## src/hdl/tlb_lru_fully_associative_assert.svh

```systemverilog
// ----------------------------------------------------------------------------
// tlb assertion macros
// shared concurrent assertion forms for the translation buffer
// ----------------------------------------------------------------------------
`ifndef TLB_LRU_FULLY_ASSOCIATIVE_ASSERT_SVH
`define TLB_LRU_FULLY_ASSOCIATIVE_ASSERT_SVH

// same-cycle implication, held off during reset
`define TLBL_ASSERT_IMPLY(label, clk, rst_n, ante, cons) \
    label: assert property (@(posedge clk) disable iff (!rst_n) (ante) |-> (cons)) \
        else $error("tlb assertion failed");

// next-cycle implication, held off during reset
`define TLBL_ASSERT_NEXT(label, clk, rst_n, ante, cons) \
    label: assert property (@(posedge clk) disable iff (!rst_n) (ante) |=> (cons)) \
        else $error("tlb assertion failed");

`endif

```

## src/hdl/tlbl_pkg.sv

```systemverilog
// ----------------------------------------------------------------------------
// tlbl_pkg
// shared types and constants of the fully associative tlb
// ----------------------------------------------------------------------------
package tlbl_pkg;

    localparam int TLBL_ENTRIES    = 32;
    localparam int TLBL_PAGE_BITS  = 20;
    localparam int TLBL_FRAME_BITS = 20;
    localparam int TLBL_STAMP_BITS = 32;

    // port field widths
    localparam int F_FUNC_W  = 2;
    localparam int F_PAGE_W  = 20;
    localparam int F_FRAME_W = 20;
    localparam int F_STAMP_W = 32;
    localparam int F_IDX_W   = 5;
    localparam int F_CNT_W   = 6;

    localparam int S_TDATA_W = 80;
    localparam int M_TDATA_W = 56;

    typedef enum logic [1:0] {
        FUNC_LOOKUP = 2'd0,
        FUNC_INSERT = 2'd1,
        FUNC_FLUSH  = 2'd2,
        FUNC_NOP    = 2'd3
    } t_func;

    typedef enum logic [1:0] {
        S_IDLE = 2'd0,
        S_SCAN = 2'd1,
        S_DONE = 2'd2
    } t_state;

    // flags carried by the scan wave from cell to cell
    typedef struct packed {
        logic active;
        logic found;
        logic free_found;
        logic min_set;
    } t_wave_ctl;

endpackage

```

## src/hdl/tlbl_cell.sv

```systemverilog
// ----------------------------------------------------------------------------
// tlbl_cell
// one tlb entry plus one stage of the scan wave
// ----------------------------------------------------------------------------
module tlbl_cell
    import tlbl_pkg::*;
#(
    parameter int ENTRIES    = TLBL_ENTRIES,
    parameter int PAGE_BITS  = TLBL_PAGE_BITS,
    parameter int FRAME_BITS = TLBL_FRAME_BITS,
    parameter int IDX        = 0
) (
    input  logic                                         i_clk,
    input  logic                                         i_rst_n,
    input  logic [PAGE_BITS-1:0]                         i_page,
    input  logic                                         i_wr_en,
    input  logic                                         i_inv_en,
    input  logic [((ENTRIES > 1) ? $clog2(ENTRIES) : 1)-1:0] i_upd_idx,
    input  logic [FRAME_BITS-1:0]                        i_wr_frame,
    input  logic [TLBL_STAMP_BITS-1:0]                   i_wr_stamp,
    input  t_wave_ctl                                    i_ctl,
    input  logic [((ENTRIES > 1) ? $clog2(ENTRIES) : 1)-1:0] i_fidx,
    input  logic [FRAME_BITS-1:0]                        i_fframe,
    input  logic [((ENTRIES > 1) ? $clog2(ENTRIES) : 1)-1:0] i_free_idx,
    input  logic [TLBL_STAMP_BITS-1:0]                   i_min_stamp,
    input  logic [((ENTRIES > 1) ? $clog2(ENTRIES) : 1)-1:0] i_min_idx,
    input  logic [PAGE_BITS-1:0]                         i_min_page,
    input  logic [$clog2(ENTRIES+1)-1:0]                 i_count,
    output t_wave_ctl                                    o_ctl,
    output logic [((ENTRIES > 1) ? $clog2(ENTRIES) : 1)-1:0] o_fidx,
    output logic [FRAME_BITS-1:0]                        o_fframe,
    output logic [((ENTRIES > 1) ? $clog2(ENTRIES) : 1)-1:0] o_free_idx,
    output logic [TLBL_STAMP_BITS-1:0]                   o_min_stamp,
    output logic [((ENTRIES > 1) ? $clog2(ENTRIES) : 1)-1:0] o_min_idx,
    output logic [PAGE_BITS-1:0]                         o_min_page,
    output logic [$clog2(ENTRIES+1)-1:0]                 o_count
);

    localparam int IW = (ENTRIES > 1) ? $clog2(ENTRIES) : 1;
    localparam int CW = $clog2(ENTRIES + 1);
    localparam logic [IW-1:0] MY_IDX = IW'(IDX);

    // entry storage
    logic                       r_valid;
    logic [PAGE_BITS-1:0]       r_page;
    logic [FRAME_BITS-1:0]      r_frame;
    logic [TLBL_STAMP_BITS-1:0] r_stamp;

    // wave stage
    t_wave_ctl                  r_ctl, n_ctl;
    logic [IW-1:0]              r_fidx, n_fidx;
    logic [FRAME_BITS-1:0]      r_fframe, n_fframe;
    logic [IW-1:0]              r_free_idx, n_free_idx;
    logic [TLBL_STAMP_BITS-1:0] r_min_stamp, n_min_stamp;
    logic [IW-1:0]              r_min_idx, n_min_idx;
    logic [PAGE_BITS-1:0]       r_min_page, n_min_page;
    logic [CW-1:0]              r_count, n_count;

    logic sel;
    logic match;

    assign sel   = (i_upd_idx == MY_IDX);
    assign match = r_valid && (r_page == i_page);

    always_comb begin
        n_ctl       = i_ctl;
        n_fidx      = i_fidx;
        n_fframe    = i_fframe;
        n_free_idx  = i_free_idx;
        n_min_stamp = i_min_stamp;
        n_min_idx   = i_min_idx;
        n_min_page  = i_min_page;
        n_count     = i_count + CW'(r_valid);
        // lowest matching entry wins
        if (!i_ctl.found && match) begin
            n_ctl.found = 1'b1;
            n_fidx      = MY_IDX;
            n_fframe    = r_frame;
        end
        // lowest free slot wins
        if (!i_ctl.free_found && !r_valid) begin
            n_ctl.free_found = 1'b1;
            n_free_idx       = MY_IDX;
        end
        // strict compare keeps the lower index on a tie
        if (r_valid && (!i_ctl.min_set || (r_stamp < i_min_stamp))) begin
            n_ctl.min_set = 1'b1;
            n_min_stamp   = r_stamp;
            n_min_idx     = MY_IDX;
            n_min_page    = r_page;
        end
    end

    always_ff @(posedge i_clk) begin
        if (!i_rst_n) begin
            r_valid <= 1'b0;
            r_ctl   <= '0;
        end else begin
            r_ctl <= n_ctl;
            if (i_wr_en && sel) begin
                r_valid <= 1'b1;
            end else if (i_inv_en && sel) begin
                r_valid <= 1'b0;
            end
        end
    end

    always_ff @(posedge i_clk) begin
        if (i_wr_en && sel) begin
            r_page  <= i_page;
            r_frame <= i_wr_frame;
            r_stamp <= i_wr_stamp;
        end
        r_fidx      <= n_fidx;
        r_fframe    <= n_fframe;
        r_free_idx  <= n_free_idx;
        r_min_stamp <= n_min_stamp;
        r_min_idx   <= n_min_idx;
        r_min_page  <= n_min_page;
        r_count     <= n_count;
    end

    assign o_ctl       = r_ctl;
    assign o_fidx      = r_fidx;
    assign o_fframe    = r_fframe;
    assign o_free_idx  = r_free_idx;
    assign o_min_stamp = r_min_stamp;
    assign o_min_idx   = r_min_idx;
    assign o_min_page  = r_min_page;
    assign o_count     = r_count;

endmodule

```

## config.mk

```make
export PLATFORM = sky130hd
export DESIGN_NAME = tlbl_cell
export DESIGN_NICKNAME = d
export VERILOG_FILES = /design/src/hdl/tlb_lru_fully_associative_assert.svh /design/src/hdl/tlbl_pkg.sv /design/src/hdl/tlbl_cell.sv
export SDC_FILE = /design/constraint.sdc
export NUM_CORES = 1
export LEC_CHECK = 0
export ABC_AREA = 1
export BUFFER_PORTS_ARGS = -buffer_cell sky130_fd_sc_hd__buf_2
export CAP_MARGIN = 10
export CORE_MARGIN = 8
export CORE_UTILIZATION = 45
export DETAILED_ROUTE_END_ITERATION = 8
export PLACE_DENSITY = 0.75
export SLEW_MARGIN = 20
export SYNTH_ARGS = -nofsm -noshare
export SYNTH_HDL_FRONTEND = slang
export SYNTH_SLANG_ARGS = --single-unit
```

## constraint.sdc

```tcl
create_clock -name i_clk -period 3 [get_ports i_clk]
set_input_delay 0.3 -clock i_clk [delete_from_list [all_inputs] [get_ports i_clk]]
set_output_delay 0.3 -clock i_clk [all_outputs]
set_load 0.05 [all_outputs]
```

==> metrics.md, run 1 <==
| Metric | Value |
|---|---|
| Initial antenna violation count | 3 |
| Global Route Usage Sum | between 10% and 20% |
| Post-route ant nets | 0 |
| Clock transition at path regs | 60 ps |
| FMAX | about 0.44 GHz |
| Worst skew pair latency | ~430 ps |
| Post-cts resize count | 0 |
| Vias in the first global route | about 5300 |
| Most used DFF post-synth | dfxtp_1 |
| Async SR Flop Fraction | 0% |
| Clock root buffer | clkbuf_16 |
| Die area | approximately 19000 um2 |
| Port Buffers | roughly 270 |
| Die Height | about 140 um |
| Global-route wire length before repair | roughly 27 mm |
| Hold_buf cts | 0 |
| Area of the multi-input gates | a little over 2000 um2 |
| Via count | 5244 |
| Syn_area_per_cell | between 10 and 15 um2 |
| Ports | 275 |
| Number of nets in the final layout | 1133 |
| Pre-antenna DRT Iters | 4 |
| Clk buf depth | 2 |
| Final Util | between 50% and 60% |
| Crit path buffers/inverters | 1 |
| Crit path cell chain | ha_1, a21oi_1, nor2_1, nor3_1, nand2_1, nand2_1, nand2_1, nand2_1, nand2_1, nand2_2, buf_4, nand3_1, nand2_1 |
| Worst EP arrival | about 2700 ps |
| DRC violations left | 0 |
| Worst Tran Pin Value | ~600 ps |
| Finished Cell Area | approximately 8600 um2 |
| Reg area | roughly 4100 um2 |
| Area Growth Syn to Fin | 31.5% |
| RSZ-0062 raised after global routing | false |
| P_leak | 0.00435 uW |
| Grt total ovfl | 0 |
| WL final | roughly 18 mm |
| Syn Inst Count | roughly 650 |
| Commonest non-fill, non-tap cell in the layout | buf_2 |
| Gpl congestion | ~0.83 |
| Syn Nets | roughly 860 |
| Mapped cell area | ~6500 um2 |
| Worst Clk Skew | roughly 13 ps |
| CTS H-tree lvls | 4 |
| Setup Total Neg Slack | 0 ps |
| Worst Setup Start Kind | register |
| Pin count of the biggest net entering global routing | between 70 and 80 |
| Die width | between 100 and 150 um |
| Postcts setup bufs | 0 |
| Outcome | finished, final reports clean |
| Register area share after synthesis | a little over three fifths |
| Final non-filler cell total | roughly 1100 |
| CP max stage cell | buf_4 |
| CP Data Required Time | roughly 3400 ps |
| Fillers | roughly 1200 |
| Post-DP HPWL | ~14 mm |
| Most common cell on crit path | nand2_1 |
| Starting density of the core | between 40% and 50% |
| Yosys warns | 0 |
| Min-delay worst type | in -> reg |
| Synth cell types | 31 |
| Site Rows | 44 |
| Critical path capture point type | register |
| CTS tree | yes |
| Routed wire length per instance | approximately 16 um |
| Crit-path leading delay family | simple AND/OR/NAND/NOR gates |
| Slew margin rel. | between 60% and 70% |
| Area after DPL | a little over 8000 um2 |
| Setup violators final | 0 |
| Core ar. | approximately 14000 um2 |
| Iteration-0 DRC count of the detailed router | 295 |
| Hold_ws | between 40 and 50 ps |
| Most frequent cells in the layout | 274 x buf_2, 205 x nand2_1, 97 x dfxtp_1 |
| Post-route clock period utilization | roughly three quarters |
| Final hold violation count | 0 |
| Pins Over Slew Limit | 0 |
| CTS Buf Count | 17 |
| Yosys reg bits | 170 |
| Layout cells sized above 1 | between 30% and 40% |
| Max Cap Viol | 0 |
| Number of synthesized flops with an enable pin | between 70 and 80 |
| Power density cells | ~600 nW/um2 |
| Max VDD drop | about 0.0004 V |
| Crit-path max FO | between 50 and 60 |
| Clk sink count | 170 |
| Tmin final | 2280 ps |
| Vias per inst | roughly 4.7 |
| WS Path Type | reg -> reg |
| Placed Instances | around 1100 |
| Largest stage delay on the critical path | ~500 ps |
## flip-flops by register name (all words and copies together) (netlist names)
name and count:
o_min_stamp 32, r_stamp 32, o_fframe 20, o_min_page 20, r_frame 20, r_page 20, o_count 6, o_fidx 5
o_free_idx 5, o_min_idx 5, o_ctl 4, r_valid 1
## metrics by stage
step,power [uW],setup slack (ps)
global route,5360,446
detailed placement,3230,678
finish,5150,716
global placement,3220,705
CTS,5200,677
floorplan,2980,386
## cell usage after synthesis (4+ instances only)
cell	n	area, um2
xor2_1	4	35.0
a21oi_1	17	85.1
nor3_1	4	20.0
nand2_1	205	769
nand3_1	59	295
buf_4	6	45.0
edfxtp_1	72	2160
dfxtp_1	98	1960
a21boi_0	5	37.5
nor2_1	24	90.1
clkbuf_1	5	18.8
buf_6	6	67.6
o21ai_0	5	25.0
inv_1	67	251
xnor2_1	8	70.1
ha_1	33	413
## routing by layer
layer / track usage, % / wire, um
met3: 6.57 / 1580
met1: 21.1 / 6950
met4: 7.02 / 303
met5: 0 / 21
met2: 32.3 / 8970
## final timing paths
path | startpoint | endpoint | slack, ps | cells past startpoint
setup / recovery | r_stamp[5] | o_min_page[19] | 720 | 13
hold / removal | i_wr_stamp[19] | r_stamp[19] | 50 | 1
setup reg to reg | r_stamp[5] | o_min_page[19] | 720 | 13
hold reg to reg | r_frame[19] | o_fframe[19] | 430 | 2
## cells by family (layout without fill, tap and decap cells)
kind of cell             Yosys count  in the layout  share of synthesized area [%]
AO/OA/AOI/OAI                     38             38                           3.52
XOR/XNOR                          12             12                           1.61
adder cells (fa/ha/maj)           33             33                           6.31
buffers and inverters             90            380                           6.23
flip-flops                       170            170                           63.0
other                              0              1                              0
AND/OR/NAND/NOR                  302            302                           19.3
## report_power, final
group          leakage [uW]  internal (uW)  switching, uW
Sequential          0.00147           2500           25.1
Combinational       0.00261            199            452
Clock              0.000262           1080            902
Total               0.00435           3770           1380
## final cells by class
cell class / count / area share [%]
sequential: 170 / 47.9
tap: 184 / 2.68
clock inverter: 14 / 1.15
multi-input combinational: 385 / 23.4
timing repair buffer: 280 / 16.8
inverter: 68 / 2.97
antenna: 1 / 0.0291
clock buffer: 18 / 5.10
(Power assumes the default switching activity.)
==> run 2: changes to the inputs <==
ABC_AREA = 0   (was 1)
clock period = 1.94 ns   (was 3 ns; I/O delays follow)
==> metrics.md, run 2 <==
| Metric | Value |
|---|---|
| Routed wire length per instance | 21.8 um |
| Layout cells sized above 1 | about 44% |
| Global-route wire length before repair | ~44 mm |
| Worst Clk Skew | ~14 ps |
| Hold path cells | 2 |
| Power share of the clock group | a little under two fifths |
| Hold_sp | i_min_idx[4] |
| DRC violations left | 0 |
| Vias per inst | approximately 5.7 |
| Async SR Flop Fraction | 0% |
| Setup violators final | 82 |
| Most used DFF post-synth | dfxtp_1 |
| Worst skew pair latency | between 400 and 500 ps |
| Yosys reg bits | 170 |
| Post-route ant nets | 0 |
| WS Path Type | reg -> reg |
| Worst slack, placed | -483 ps |
| Via count | roughly 8000 |
| Worst EP arrival | around 2700 ps |
| Worst Reg2Reg Path Length in Cells | 8 |
| Number of nets in the final layout | 1374 |
| Starting density of the core | 45.9% |
| Largest stage delay on the critical path | between 400 and 500 ps |
| Final setup margin | -433 ps |
| Clock root buffer | clkbuf_16 |
| Design Power | 9190 uW |
| Post-synth top area cell | edfxtp_1 |
| Worst Tran Pin Value | 578 ps |
| Clk buf depth | 2 |
| FMAX | approximately 0.42 GHz |
| WL final | between 30 and 40 mm |
| Met3 WL post-DR | roughly 3.4 mm |
| Worst R2R End | o_min_stamp[23] |
| Yosys warns | 0 |
| Sequential power share | 42.8% |
| Die width | around 150 um |
| Crit path cell chain | ha_4, a21oi_2, o21ai_1, a221o_1, or2_4, buf_6, a222oi_1, o211ai_1 |
| Pre-antenna DRT Iters | 7 |
| P_leak | 0.00529 uW |
| Area Growth Syn to Fin | 67.3% |
| Failing checks | negative setup slack |
| Met1 WL | between 10 and 15 mm |
| Gpl congestion | 0.863 |
| Cell with the most instances after synthesis | dfxtp_1 |
| Final Util | between 70% and 80% |
| Core ar. | 16600 um2 |
| Top sig layer | met5 |
| Sw frac | 30.5% |
| Post-DP HPWL | about 18 mm |
| Final hold violation count | 0 |
| Site Rows | 47 |
| Power density cells | approximately 720 nW/um2 |
| Main area contributors after synthesis | edfxtp_1 28%, dfxtp_1 26%, ha_1 5.4%, nand3_1 4.4%, a222oi_1 4.1% |
| Min-delay worst type | in -> reg |
| Global Route Usage Sum | 26.1% |
| Slew margin rel. | approximately 60% |
| Hold_ws | a little under 10 ps |
| Clock transition at path regs | 80 ps |
| Worst Setup Start Kind | register |
| Pins Over Slew Limit | 0 |
| CTS Buf Count | 17 |
| Post-route clock period utilization | 122% |
| Post-synth top area share | ~28% |
| Outcome | finished with violations |
| Syn_area_per_cell | roughly 11 um2 |
| Ports | ~280 |
| Met2 WL | 15.2 mm |
| Most frequent cells in the layout | 274 x buf_2, 109 x dlygate4sd3_1, 97 x dfxtp_1 |
| Hold endpoint | o_min_idx[4] |
| CP max stage cell | edfxtp_1 |
| Mapped cell area | between 7000 and 8000 um2 |
| Post-synth top cells | 98 x dfxtp_1, 72 x edfxtp_1, 67 x nand3_1 |
| R2r setup slk | -430 ps |
| Max Cap Viol | 0 |
| Syn Nets | 892 |
| Crit-path max FO | 14 |
| Area after DPL | ~10000 um2 |
| Die Height | about 150 um |
| Syn Inst Count | roughly 700 |
| Synth cell types | 43 |
| Die area | between 20000 and 25000 um2 |
| Register area share after synthesis | between 50 and 60% |
| Critical path capture point type | register |
| Max VDD drop | approximately 0.00072 V |
| Clk sink count | 170 |
| Grt total ovfl | 0 |
| Int Pwr | approximately 6400 uW |
| Iteration-0 DRC count of the detailed router | 918 |
| Initial antenna violation count | 5 |
| Port Buffers | 274 |
| CTS tree | yes |
| Sw power | ~2800 uW |
| Commonest non-fill, non-tap cell in the layout | buf_2 |
| RSZ-0062 raised after global routing | true |
| Reg-to-Reg Start | r_stamp[22] |
| CP Data Required Time | 2240 ps |
| Vias in the first global route | between 8000 and 9000 |
| CTS H-tree lvls | 4 |
| Pin count of the biggest net entering global routing | 44 |
| Combinational fraction of design power | between 20% and 30% |
| Finished Cell Area | between 10000 and 15000 um2 |
| Number of synthesized flops with an enable pin | 72 |
| Tmin final | roughly 2400 ps |
## run 2: cell count changes in the layout (fill, tap and decap cells not counted), sizes merged, moves of 22 or more
cell         change
inv             -25
nand2          -179
o211ai          +29
nand4           +28
buf            +123
and2            +34
a222oi          +31
a31oi           +22
dlygate4sd3    +109
## run 2: worst max path at each step
stage	to	depth (start not counted)	slack (ps)	startpoint
2_1_floorplan	o_min_stamp[30]	9	-280	r_stamp[21]
3_3_place_gp	o_min_idx[0]	9	-390	r_stamp[21]
3_5_place_dp	o_min_stamp[23]	8	-480	r_stamp[22]
4_1_cts	o_min_stamp[21]	8	-410	r_stamp[22]
5_1_grt	o_min_idx[2]	9	-510	r_stamp[26]
6_report	o_min_stamp[23]	8	-430	r_stamp[22]
## run 2: final cells by class
cell class / count / area (um2)
Sequential cell: 170 / 4130
Timing Repair Buffer: 516 / 3930
Fill cell: 1016 / 3850
Multi-Input combinational cell: 423 / 3690
Clock buffer: 18 / 429
Tap cell: 220 / 275
Clock inverter: 14 / 145
Inverter: 35 / 131
Antenna cell: 2 / 5.00
## run 2: power by group through the flow
stage	registers (uW)	clock network, uW	logic [uW]
2_1_floorplan	4470	0	406
3_3_place_gp	4000	0	1390
3_5_place_dp	4010	0	1420
4_1_cts	3930	3410	1690
5_1_grt	3940	3550	1960
6_report	3930	3400	1860
## run 2: per-layer routing
metal / GRT usage, % / up-vias
li1: - / 3615
met1: 29.6 / 3764
met2: 44.0 / 564
met3: 10.5 / 75
met4: 8.86 / 6
met5: 0 / -
## run 2: worst max-delay path: cells and delay by family (launching register included)
family	cells	cell delay (ps)
AOI/OAI and AO/OA	5	1040
DFF	1	440
and+or+nand+nor	1	310
adders and majority gates	1	260
buffers and inverters	1	180
## run 2: cell families after synthesis
| family | Yosys count | synth area share, % |
|---|---|---|
| AO/OA/AOI/OAI | 155 | 16.5 |
| XOR/XNOR | 24 | 2.76 |
| adder cells (fa/ha/maj) | 33 | 5.43 |
| buffers and inverters | 88 | 4.62 |
| flip-flops | 170 | 54.2 |
| multiplexers | 20 | 2.96 |
| AND/OR/NAND/NOR | 191 | 13.5 |
## run 2: timing repair
item	CTS	global route
setup endpoints to repair	82	83
setup buffers	15	13
hold buffers	109	0
pin swaps	36	56
cloned	8	6
gates resized for setup	38	56
hold endpoints to repair	109	0
## run 2: stage by stage
step	std cells	setup TNS (ps)
after floorplan	681	-13780
after global placement	1215	-24720
after detailed placement	1215	-27910
after CTS	1379	-26250
after global routing	1398	-35640
final	1398	-28770
==> run 3: changes to the inputs <==
RECOVER_POWER = 50   (was unset)
==> metrics.md, run 3 (synthesized netlist as in run 2, its figures left out) <==
| Metric | Value |
|---|---|
| Most frequent cells in the layout | 209 x buf_2, 109 x dlygate4sd3_1, 98 x dfxtp_1 |
| Int Pwr | 6360 uW |
| Die area | between 20000 and 25000 um2 |
| Failing checks | design-rule violations, negative setup slack |
| RSZ-0062 raised after global routing | true |
| Core ar. | roughly 17000 um2 |
| Min-delay worst type | in -> reg |
| DRC violations left | 16 |
| WS Path Type | reg -> reg |
| Sw frac | between 30% and 40% |
| Fillers | roughly 1100 |
| Clk sink count | 170 |
| Ports | 275 |
| Site Rows | 47 |
| Post-route clock period utilization | 123% |
| Initial antenna violation count | 5 |
| Post-DP HPWL | between 15 and 20 mm |
| R2r setup slk | -450 ps |
| Hold endpoint | o_min_idx[4] |
| Layout cells sized above 1 | 38.1% |
| Iteration-0 DRC count of the detailed router | 840 |
| CP Data Required Time | ~2200 ps |
| Sequential power share | between 40% and 50% |
| Pins Over Slew Limit | 0 |
| Worst EP arrival | 2690 ps |
| Power share of the clock group | approximately 37% |
| Area Growth Syn to Fin | 66.2% |
| Clock transition at path regs | around 70 ps |
| Hold_ws | ~9.7 ps |
| Vias in the first global route | about 8200 |
| Port Buffers | between 200 and 300 |
| Combinational fraction of design power | 20.1% |
| Die width | ~150 um |
| Outcome | finished with violations |
| Number of nets in the final layout | ~1400 |
| Hold path cells | 2 |
| Gpl congestion | between 0.8 and 0.9 |
| Starting density of the core | around 46% |
| Clock root buffer | clkbuf_16 |
| Worst Tran Pin Value | roughly 730 ps |
| Clk buf depth | 2 |
| Worst skew pair latency | between 400 and 500 ps |
| Routed wire length per instance | roughly 22 um |
| Sw power | about 2800 uW |
| Critical path capture point type | register |
| Setup violators final | 82 |
| Worst Reg2Reg Path Length in Cells | 8 |
| Crit-path max FO | 14 |
| Tmin final | between 2000 and 2500 ps |
| P_leak | 0.00511 uW |
| Max Cap Viol | 0 |
| Hold_sp | i_min_idx[4] |
| Power density cells | between 700 and 800 nW/um2 |
| Final setup margin | -449 ps |
| CTS H-tree lvls | 4 |
| Die Height | about 150 um |
| Final hold violation count | 0 |
| Slew margin rel. | about half |
| Final Util | 76.3% |
| Worst Clk Skew | around 14 ps |
| Commonest non-fill, non-tap cell in the layout | buf_2 |
| Pin count of the biggest net entering global routing | 44 |
| Reg-to-Reg Start | r_stamp[22] |
| Grt total ovfl | 0 |
| Global-route wire length before repair | roughly 44 mm |
| Max VDD drop | slightly above 0.0007 V |
| Post-route ant nets | 0 |
| Area after DPL | approximately 10000 um2 |
| Finished Cell Area | between 10000 and 15000 um2 |
| CTS Buf Count | 17 |
| CTS tree | yes |
| WL final | 30.7 mm |
| Via count | between 7000 and 8000 |
| Worst Setup Start Kind | register |
| Global Route Usage Sum | a little over a quarter |
| Worst R2R End | o_min_stamp[21] |
| Pre-antenna DRT Iters | 9 |
| Vias per inst | 5.70 |
| FMAX | between 0.4 and 0.5 GHz |
run 3: cell type report:
class	count	area (um2)	area share (%)
inverter	35	131	1.04
tap	220	275	2.18
timing repair buffer	516	3850	30.4
clock inverter	14	145	1.15
clock buffer	18	429	3.39
multi-input combinational	423	3690	29.2
sequential	170	4120	32.6
antenna	2	5.00	0.0396
run 3: power by group through the flow:
| stage | logic, uW | registers (uW) | clock network (uW) |
|---|---|---|---|
| global placement | 1390 | 4000 | 0 |
| detailed placement | 1420 | 4010 | 0 |
| global route | 1930 | 3940 | 3550 |
| CTS | 1690 | 3930 | 3410 |
| finish | 1840 | 3930 | 3400 |
| floorplan | 406 | 4470 | 0 |
run 3: worst max-delay path by stage:
stage / start / to / slack [ps] / cells after the start
2_1_floorplan: r_stamp[21] / o_min_stamp[30] / -280 / 9
4_1_cts: r_stamp[22] / o_min_stamp[21] / -410 / 8
3_3_place_gp: r_stamp[21] / o_min_idx[0] / -390 / 9
6_report: r_stamp[22] / o_min_stamp[21] / -450 / 8
5_1_grt: r_stamp[26] / o_min_idx[2] / -510 / 9
3_5_place_dp: r_stamp[22] / o_min_stamp[23] / -480 / 8
run 3: stage by stage:
step / worst slack, ps / cells / power, uW / TNS, ps
final: -449 / 1398 / 9170 / -29160
after global routing: -511 / 1398 / 9430 / -35790
after CTS: -410 / 1379 / 9020 / -26250
after detailed placement: -483 / 1215 / 5420 / -27910
after global placement: -394 / 1215 / 5400 / -24720
after floorplan: -276 / 681 / 4870 / -13780
run 3: timing repair:
action	CTS	global route
hold buffers	109	0
endpoints found under the setup margin	82	83
setup buffers	15	13
pin swaps	36	56
cloned	8	6
resized for setup	38	56
hold endpoints to repair	109	0
run 3: worst max-delay path, stage by stage, from the launching register on:
cell and delay [ps]:
edfxtp_1 440, ha_4 260, a41oi_2 140, o21ai_1 90, a221o_1 340, or2_4 310, buf_6 180, a222oi_1 330
o211ai_1 160
run 3: per-layer routing:
metal	vias to the layer above	GRT usage, %	share of wire, %
met1	3762	29.6	37
met2	518	44.0	50
met5	-	0	0.13
li1	3620	-	-
met3	68	10.5	11
met4	6	8.86	2.4
